**src/hdl/mersenne_twister_generator_top_assert.svh**
```systemverilog
// Assertion macros shared by the generator modules.
`ifndef MERSENNE_TWISTER_GENERATOR_TOP_ASSERT_SVH
`define MERSENNE_TWISTER_GENERATOR_TOP_ASSERT_SVH

// Same-cycle implication, checked outside reset.
`define MTG_ASSERT_NOW(label, clk, rst, ante, cons, msg) \
  label: assert property (@(posedge clk) disable iff (rst) (ante) |-> (cons)) \
    else $error(msg);

// Next-cycle implication, checked outside reset.
`define MTG_ASSERT_NEXT(label, clk, rst, ante, cons, msg) \
  label: assert property (@(posedge clk) disable iff (rst) (ante) |=> (cons)) \
    else $error(msg);

`endif

```
**src/hdl/mtg_pkg.sv**
```systemverilog
// Shared types, constants and word functions of the generator.
`default_nettype none
package mtg_pkg;

  localparam int STATE_LENGTH = 624;
  localparam int IDX_W        = 10;
  localparam int WORD_W       = 32;

  localparam logic [IDX_W-1:0]  IDX_LAST  = IDX_W'(STATE_LENGTH - 1);
  localparam logic [IDX_W-1:0]  IDX_FULL  = IDX_W'(STATE_LENGTH);
  localparam logic [IDX_W-1:0]  FAR_SPAN  = IDX_W'(397);

  localparam logic [WORD_W-1:0] TWIST_MATRIX = 32'h9908b0df;
  localparam logic [WORD_W-1:0] TEMPER_B     = 32'h9d2c5680;
  localparam logic [WORD_W-1:0] TEMPER_C     = 32'hefc60000;
  localparam logic [WORD_W-1:0] SEED_MULT    = 32'd1812433253;

  localparam logic OP_GENERATE = 1'b0;
  localparam logic OP_SEED     = 1'b1;

  typedef enum logic [2:0] {
    ST_IDLE,
    ST_SEED,
    ST_TW_PRIME,
    ST_TW_LOAD,
    ST_TW_RUN,
    ST_GEN_READ,
    ST_GEN_WAIT
  } ctrl_state_t;

  typedef enum logic [2:0] {
    CMD_NONE,
    CMD_SEED_START,
    CMD_SEED_STEP,
    CMD_TW_PRIME,
    CMD_TW_LOAD,
    CMD_TW_STEP,
    CMD_GEN_READ,
    CMD_GEN_LOAD
  } dp_cmd_t;

  typedef struct packed {
    logic cnt_last;   // word counter at last state word
    logic idx_full;   // every state word used
    logic out_free;   // output register can take a word this cycle
  } dp_status_t;

  function automatic logic [WORD_W-1:0] temper(input logic [WORD_W-1:0] w);
    logic [WORD_W-1:0] y;
    y = w;
    y = y ^ (y >> 11);
    y = y ^ ((y << 7) & TEMPER_B);
    y = y ^ ((y << 15) & TEMPER_C);
    y = y ^ (y >> 18);
    return y;
  endfunction

  function automatic logic [WORD_W-1:0] twist_word(input logic [WORD_W-1:0] cur,
                                                   input logic [WORD_W-1:0] nxt,
                                                   input logic [WORD_W-1:0] far,
                                                   input logic              legacy);
    logic [WORD_W-1:0] mixed;
    logic              sel;
    mixed = {cur[WORD_W-1], nxt[WORD_W-2:0]};
    sel   = legacy ? cur[0] : nxt[0];
    return far ^ (mixed >> 1) ^ (sel ? TWIST_MATRIX : '0);
  endfunction

  function automatic logic [WORD_W-1:0] seed_word(input logic [WORD_W-1:0] prev,
                                                  input logic [IDX_W-1:0]  idx);
    logic [WORD_W-1:0] x;
    logic [WORD_W-1:0] prod;
    x    = prev ^ (prev >> 30);
    prod = SEED_MULT * x;
    return prod + {{(WORD_W-IDX_W){1'b0}}, idx};
  endfunction

endpackage
`default_nettype wire

```
**src/hdl/mtg_ctrl.sv**
```systemverilog
// Controller FSM: sequences seeding, whole-state twist and word reads.
`default_nettype none
module mtg_ctrl (
  input  wire logic                clk,
  input  wire logic                rst,
  input  wire logic                in_valid,
  output      logic                in_ready,
  input  wire logic                in_op,
  input  wire mtg_pkg::dp_status_t status,
  output      mtg_pkg::dp_cmd_t    cmd
);

  mtg_pkg::ctrl_state_t state;
  mtg_pkg::ctrl_state_t state_next;
  logic                 gen_pending;
  logic                 gen_pending_next;

  always_ff @(posedge clk) begin
    if (rst) begin
      state       <= mtg_pkg::ST_IDLE;
      gen_pending <= 1'b0;
    end else begin
      state       <= state_next;
      gen_pending <= gen_pending_next;
    end
  end

  always_comb begin
    state_next       = state;
    gen_pending_next = gen_pending;
    cmd              = mtg_pkg::CMD_NONE;
    in_ready         = 1'b0;
    case (state)
      mtg_pkg::ST_IDLE: begin
        in_ready = 1'b1;
        if (in_valid) begin
          if (in_op == mtg_pkg::OP_SEED) begin
            cmd              = mtg_pkg::CMD_SEED_START;
            gen_pending_next = 1'b0;
            state_next       = mtg_pkg::ST_SEED;
          end else if (status.idx_full) begin
            gen_pending_next = 1'b1;
            state_next       = mtg_pkg::ST_TW_PRIME;
          end else begin
            cmd        = mtg_pkg::CMD_GEN_READ;
            state_next = mtg_pkg::ST_GEN_WAIT;
          end
        end
      end
      mtg_pkg::ST_SEED: begin
        cmd = mtg_pkg::CMD_SEED_STEP;
        if (status.cnt_last) begin
          state_next = mtg_pkg::ST_TW_PRIME;
        end
      end
      mtg_pkg::ST_TW_PRIME: begin
        cmd        = mtg_pkg::CMD_TW_PRIME;
        state_next = mtg_pkg::ST_TW_LOAD;
      end
      mtg_pkg::ST_TW_LOAD: begin
        cmd        = mtg_pkg::CMD_TW_LOAD;
        state_next = mtg_pkg::ST_TW_RUN;
      end
      mtg_pkg::ST_TW_RUN: begin
        cmd = mtg_pkg::CMD_TW_STEP;
        if (status.cnt_last) begin
          gen_pending_next = 1'b0;
          state_next       = gen_pending ? mtg_pkg::ST_GEN_READ : mtg_pkg::ST_IDLE;
        end
      end
      mtg_pkg::ST_GEN_READ: begin
        cmd        = mtg_pkg::CMD_GEN_READ;
        state_next = mtg_pkg::ST_GEN_WAIT;
      end
      mtg_pkg::ST_GEN_WAIT: begin
        if (status.out_free) begin
          cmd        = mtg_pkg::CMD_GEN_LOAD;
          state_next = mtg_pkg::ST_IDLE;
        end
      end
      default: begin
        state_next = mtg_pkg::ST_IDLE;
      end
    endcase
  end

`include "mersenne_twister_generator_top_assert.svh"

  `MTG_ASSERT_NEXT(a_twist_exit, clk, rst, state == mtg_pkg::ST_TW_RUN && status.cnt_last, state == mtg_pkg::ST_GEN_READ || state == mtg_pkg::ST_IDLE, "twist did not finish cleanly")
  `MTG_ASSERT_NEXT(a_seed_to_twist, clk, rst, state == mtg_pkg::ST_SEED && status.cnt_last, state == mtg_pkg::ST_TW_PRIME && !gen_pending, "seed fill not followed by twist")

endmodule
`default_nettype wire
```
**config.mk**
```make
export PLATFORM = sky130hd
export DESIGN_NAME = mtg_ctrl
export DESIGN_NICKNAME = d
export VERILOG_FILES = /design/src/hdl/mtg_pkg.sv /design/src/hdl/mtg_ctrl.sv
export VERILOG_INCLUDE_DIRS = /design/src /design/src/hdl
export SDC_FILE = /design/constraint.sdc
export NUM_CORES = 1
export LEC_CHECK = 0
export BUFFER_PORTS_ARGS = -buffer_cell sky130_fd_sc_hd__buf_2
export CORE_AREA = 3 3 40 42
export CTS_CLUSTER_SIZE = 40
export DETAILED_ROUTE_END_ITERATION = 8
export DIE_AREA = 0 0 43 45
export PLACE_DENSITY = 0.54
export SLEW_MARGIN = 0
export SYNTH_ARGS = -nofsm -noshare
export SYNTH_HDL_FRONTEND = slang
export SYNTH_SLANG_ARGS = --single-unit
```
**constraint.sdc**
```tcl
create_clock -name clk -period 1.5 [get_ports clk]
set_clock_uncertainty 0.05 [all_clocks]
set_input_delay 0.3 -clock clk [delete_from_list [all_inputs] [get_ports clk]]
set_output_delay 0.3 -clock clk [all_outputs]
set_load 0.005 [all_outputs]
```
Word level (Yosys, flattened, before mapping)
Cells that the tools add are included.
- reduce and logical (&&, ||, !) cells: 4
- equal/unequal tests: 11
- muxes and demuxes: 19
- operators by type and width (kind ; number):
    $pmux W3 S7 ; 2
    $mux W3 ; 11
    $eq A3 B3 Y1 const B ; 3
    $ne A2 B2 Y1 const B ; 4
    $reduce_and A4 Y1 ; 2
    $eq A3 B2 Y1 const B ; 2
    $mux W1 ; 5
    $eq A3 B1 Y1 const B ; 1
    $logic_not A3 Y1 ; 1
    $ne A3 B3 Y1 const B ; 1
    $pmux W1 S2 ; 1
    $reduce_bool A2 Y1 ; 1
- logic and storage cells: 36
- bits of input ports: 7
- flip-flop bits (word level): 4
- output and inout port bits: 4

Depth between registers and ports, before layout
- depth after elaboration: 4
- mapped depth: 5
- gate-level depth less buffers: 3

Worst setup path before layout
No wires, ideal clock.
- path kind: register to output
- start point: register state[2]
- end point: output port cmd[1]
- stages on the path, launching flop included: 6
- required time: 1.150 ns
- setup slack: 0.153 ns
- path buffers: 2
- arrival time: 0.997 ns
- cell sequence: dfxtp_1 buf_6 buf_2 nor4b_1 o21ai_0 o31ai_1
- word-level cells in the longest chain between the ends: 2
- elaborated cells between the ends (all ways): 8
- classes of those cells: eq/ne (6); mux (1); reduce/logical (1)
- ends and longest elaborated chain (what ; RTL line ; RTL):
    start: declaration ; mtg_ctrl.sv:13 ; mtg_pkg::ctrl_state_t state;
    start signal: assignment ; mtg_ctrl.sv:20 ; state <= mtg_pkg::ST_IDLE;
    start signal: assignment ; mtg_ctrl.sv:23 ; state <= state_next;
    $eq A3 B3 Y1 (tied with other cells) ; mtg_ctrl.sv:33 ; case (state)
    $pmux W3 S7 (*) ; mtg_ctrl.sv:33 ;
    end: declaration ; mtg_ctrl.sv:10 ; output mtg_pkg::dp_cmd_t cmd
Mark *: on every way between the ends. The rest lies on a longest branch, timed or not.

Final worst setup path
Same ends and word-level chain as after synthesis.

==> impl_metrics.py <==
metrics = {
    "pwr": {
        "cell_internal_pwr_w": 0.000692,
        "power_density_nw_per_um2": 1890,
        "clkPwrFrac": 0.123,
        "p_comb_frac": 0.671,
        "p_sw_frac": 0.386,
        "power.net_switching_w": 0.000434,
        "p_leak_nw": 0.246,
        "ir_drop_v": 0.000683,
        "seq_power_share": 0.206,
    },
    "clock_tree": {
        "path_clk_slew_ns": 0.05,
        "cts_tree": "done",
        "root_buffer": "clkbuf_4",
        "cts_buffers": 3,
        "insertion_delay_ns": 0.24,
        "cts.sinks": 4,
        "clockBufferDepth": 2,
        "cts_max_level": 1,
    },
    "global_route": {
        "grt.overflow.total": 0,
        "grt_max_degree": 9,
        "grt_pass1_wl_mm": 1.86,
        "grtUsageTotal": 0.128,
        "grt_pass1_vias": 419,
        "antenna_found_initial": 0,
    },
    "die": {
        "die_w_um": 43,
        "fp.coreArea_um2": 1280,
        "die_height_um": 45,
        "initial_core_util": 0.286,
        "ioPinCount": 11,
        "rows": 13,
        "die_area_um2": 1940,
    },
    "layout": {
        "mostFrequentLayoutCells": "buf_4 (11), buf_2 (10), nand2_1 (5)",
        "drive_above_1_share": 0.536,
        "n_antenna_cell": 0,
        "syn_to_final_growth_pct": 61.9,
        "multi_input_area_um2": 308,
        "ff_latch_area_um2": 87.6,
        "finalInstanceArea_um2": 596,
        "num-fill-cells": 134,
        "final_common_cell": "buf_4",
        "nets": 78,
    },
    "timing": {
        "worst-slew-pin-transition_ns": 0.220,
        "setup_viol": 2,
        "slew-limit-headroom": 0.852,
        "rsz0062_at_grt": "yes",
        "min_period_ns": 1.52,
        "fmax_mhz": 658,
        "hold_viol_final": 0,
        "timing.final.crit_share": 1.01,
        "setup_ws_ns": -0.0203,
        "finalMaxSlewViolations": 0,
    },
    "drt": {
        "routed_wirelength_mm": 1.13,
        "drt-pass1-iter-count": 4,
        "dr.first_iter.drc_count": 17,
        "drt-wirelength-per-cell_um": 13.5,
        "antenna_left": 0,
        "vias": 456,
        "route.detailed.drc": 0,
        "via_per_inst": 5.43,
    },
    "place": {
        "gp_congestion": 0.817,
        "place_area_um2": 475,
        "pre_cts_slack_ns": 0.0860,
        "dp_hpwl_um": 784,
        "placement.io_buffers": 10,
    },
    "yosys": {
        "syn_nets": 55,
        "seq_area_frac_synth": 0.218,
        "ys_async_sr_fraction": 0,
        "mappedNetlistArea_um2": 368,
        "ys_warn_count": 0,
        "ys.flop_type": "dfxtp_1",
        "synth_edf_count": 0,
        "synth_cell_types": 26,
        "postSynthAreaPerCell_um2": 7.66,
        "synth.ff_latch_count": 4,
        "synthCells": 48,
    },
    "min_path": {
        "min_path_type": "in -> reg",
        "min_path_cells": 2,
    },
    "worst_setup_path": {
        "cp-end-kind": "output port",
        "path_cells": "nor4b_4 > o21ai_1 > o31ai_1 > buf_2",
        "crit_required_ns": 1.15,
        "rr_worst_depth": 3,
        "slowest_stage": "dfxtp_4",
        "worstPathMaxFanout": 7,
        "arrival_ns": 1.17,
        "critical_path_class": "reg -> out",
        "startpoint_type": "flip-flop",
        "slowest_delay_ns": 0.37,
    },
    "status": {
        "status": "complete, but fails checks",
        "violations": "setup timing",
    },
    "flow_run": {
        "max_cap_viol_count": 0,
    },
}
==> logic make-up after synthesis <==
group           synth area share
simple gates               0.296
mux                       0.0680
buf+inv                   0.0884
flops                      0.218
compound gates             0.330
==> cell usage after synthesis, drive strengths merged (2+ instances only) <==
cell type	instances	share of area
nor3b	2	0.041
nor2	2	0.020
a211oi	3	0.061
nand2	5	0.051
a31oi	2	0.034
buf	3	0.058
o221ai	2	0.048
clkbuf	2	0.020
nand3b	3	0.061
o21ai	3	0.041
nor2b	2	0.034
dfxtp	4	0.22
a21oi	2	0.027
nor3	2	0.027
==> through the flow <==
| stage | std cells | TNS (ns) | power (W) | hold slack [ns] | util |
|---|---|---|---|---|---|
| 5_1_grt | 84 | -0.185 | 0.00122 | 0.232 | 0.463 |
| 6_report | 84 | -0.0352 | 0.00113 | 0.226 | 0.463 |
| 2_1_floorplan | 48 | 0 | 0.000573 | 0.319 | - |
| 4_1_cts | 84 | -0.0268 | 0.00110 | 0.225 | 0.450 |
| 3_5_place_dp | 77 | 0 | 0.000809 | 0.474 | 0.370 |
| 3_3_place_gp | 77 | 0 | 0.000820 | 0.474 | 0.370 |
==> cell type report <==
cell class / instances / share of cell area
Clock buffer: 3 / 0.0378
Inverter: 1 / 0.00630
Multi-Input combinational cell: 38 / 0.517
Sequential cell: 4 / 0.147
Tap cell: 15 / 0.0315
Timing Repair Buffer: 23 / 0.261
==> layer usage <==
metal | GRT usage | up-vias | part of all wire
li1 | - | 228 | -
met1 | 0.169 | 213 | 0.47
met4 | 0.0181 | 0 | 0
met5 | 0 | - | 0
met3 | 0.0398 | 0 | 0.056
met2 | 0.210 | 15 | 0.48
==> state kept, by name (all words and copies together), names as in the netlist <==
signal       cells
state            3
gen_pending      1
==> final timing paths <==
check / startpoint / to / slack [ns]
setup / recovery: state[2]$_SDFFE_PP0P_ / cmd[1] / -0.02
hold / removal: rst / state[1]$_SDFFE_PP0P_ / 0.23
setup reg to reg: state[2]$_SDFFE_PP0P_ / state[2]$_SDFFE_PP0P_ / 0.21
hold reg to reg: gen_pending$_SDFFE_PP0P_ / gen_pending$_SDFFE_PP0P_ / 0.54
==> power by group through the flow <==
stage          combinational, W  sequential, W  clock [W]
2_1_floorplan          0.000414       0.000159          0
3_3_place_gp           0.000603       0.000217          0
3_5_place_dp           0.000596       0.000213          0
4_1_cts                0.000728       0.000229   0.000142
5_1_grt                0.000824       0.000241   0.000151
6_report               0.000755       0.000232   0.000139
==> worst max-delay path: cells and delay by family (launching register included) <==
kind | cells | cell delay (ns)
and+or+nand+nor | 1 | 0.25
DFF | 1 | 0.37
AOI/OAI and AO/OA | 2 | 0.15
buffers and inverters | 1 | 0.16
==> repair_timing <==
item,CTS,global route
resized for setup,14,3
pin swaps,3,1
buffers inserted,4,0
hold buffers,0,0
setup endpoints to repair,4,4
Note: power is estimated with default switching activity, not from simulation.
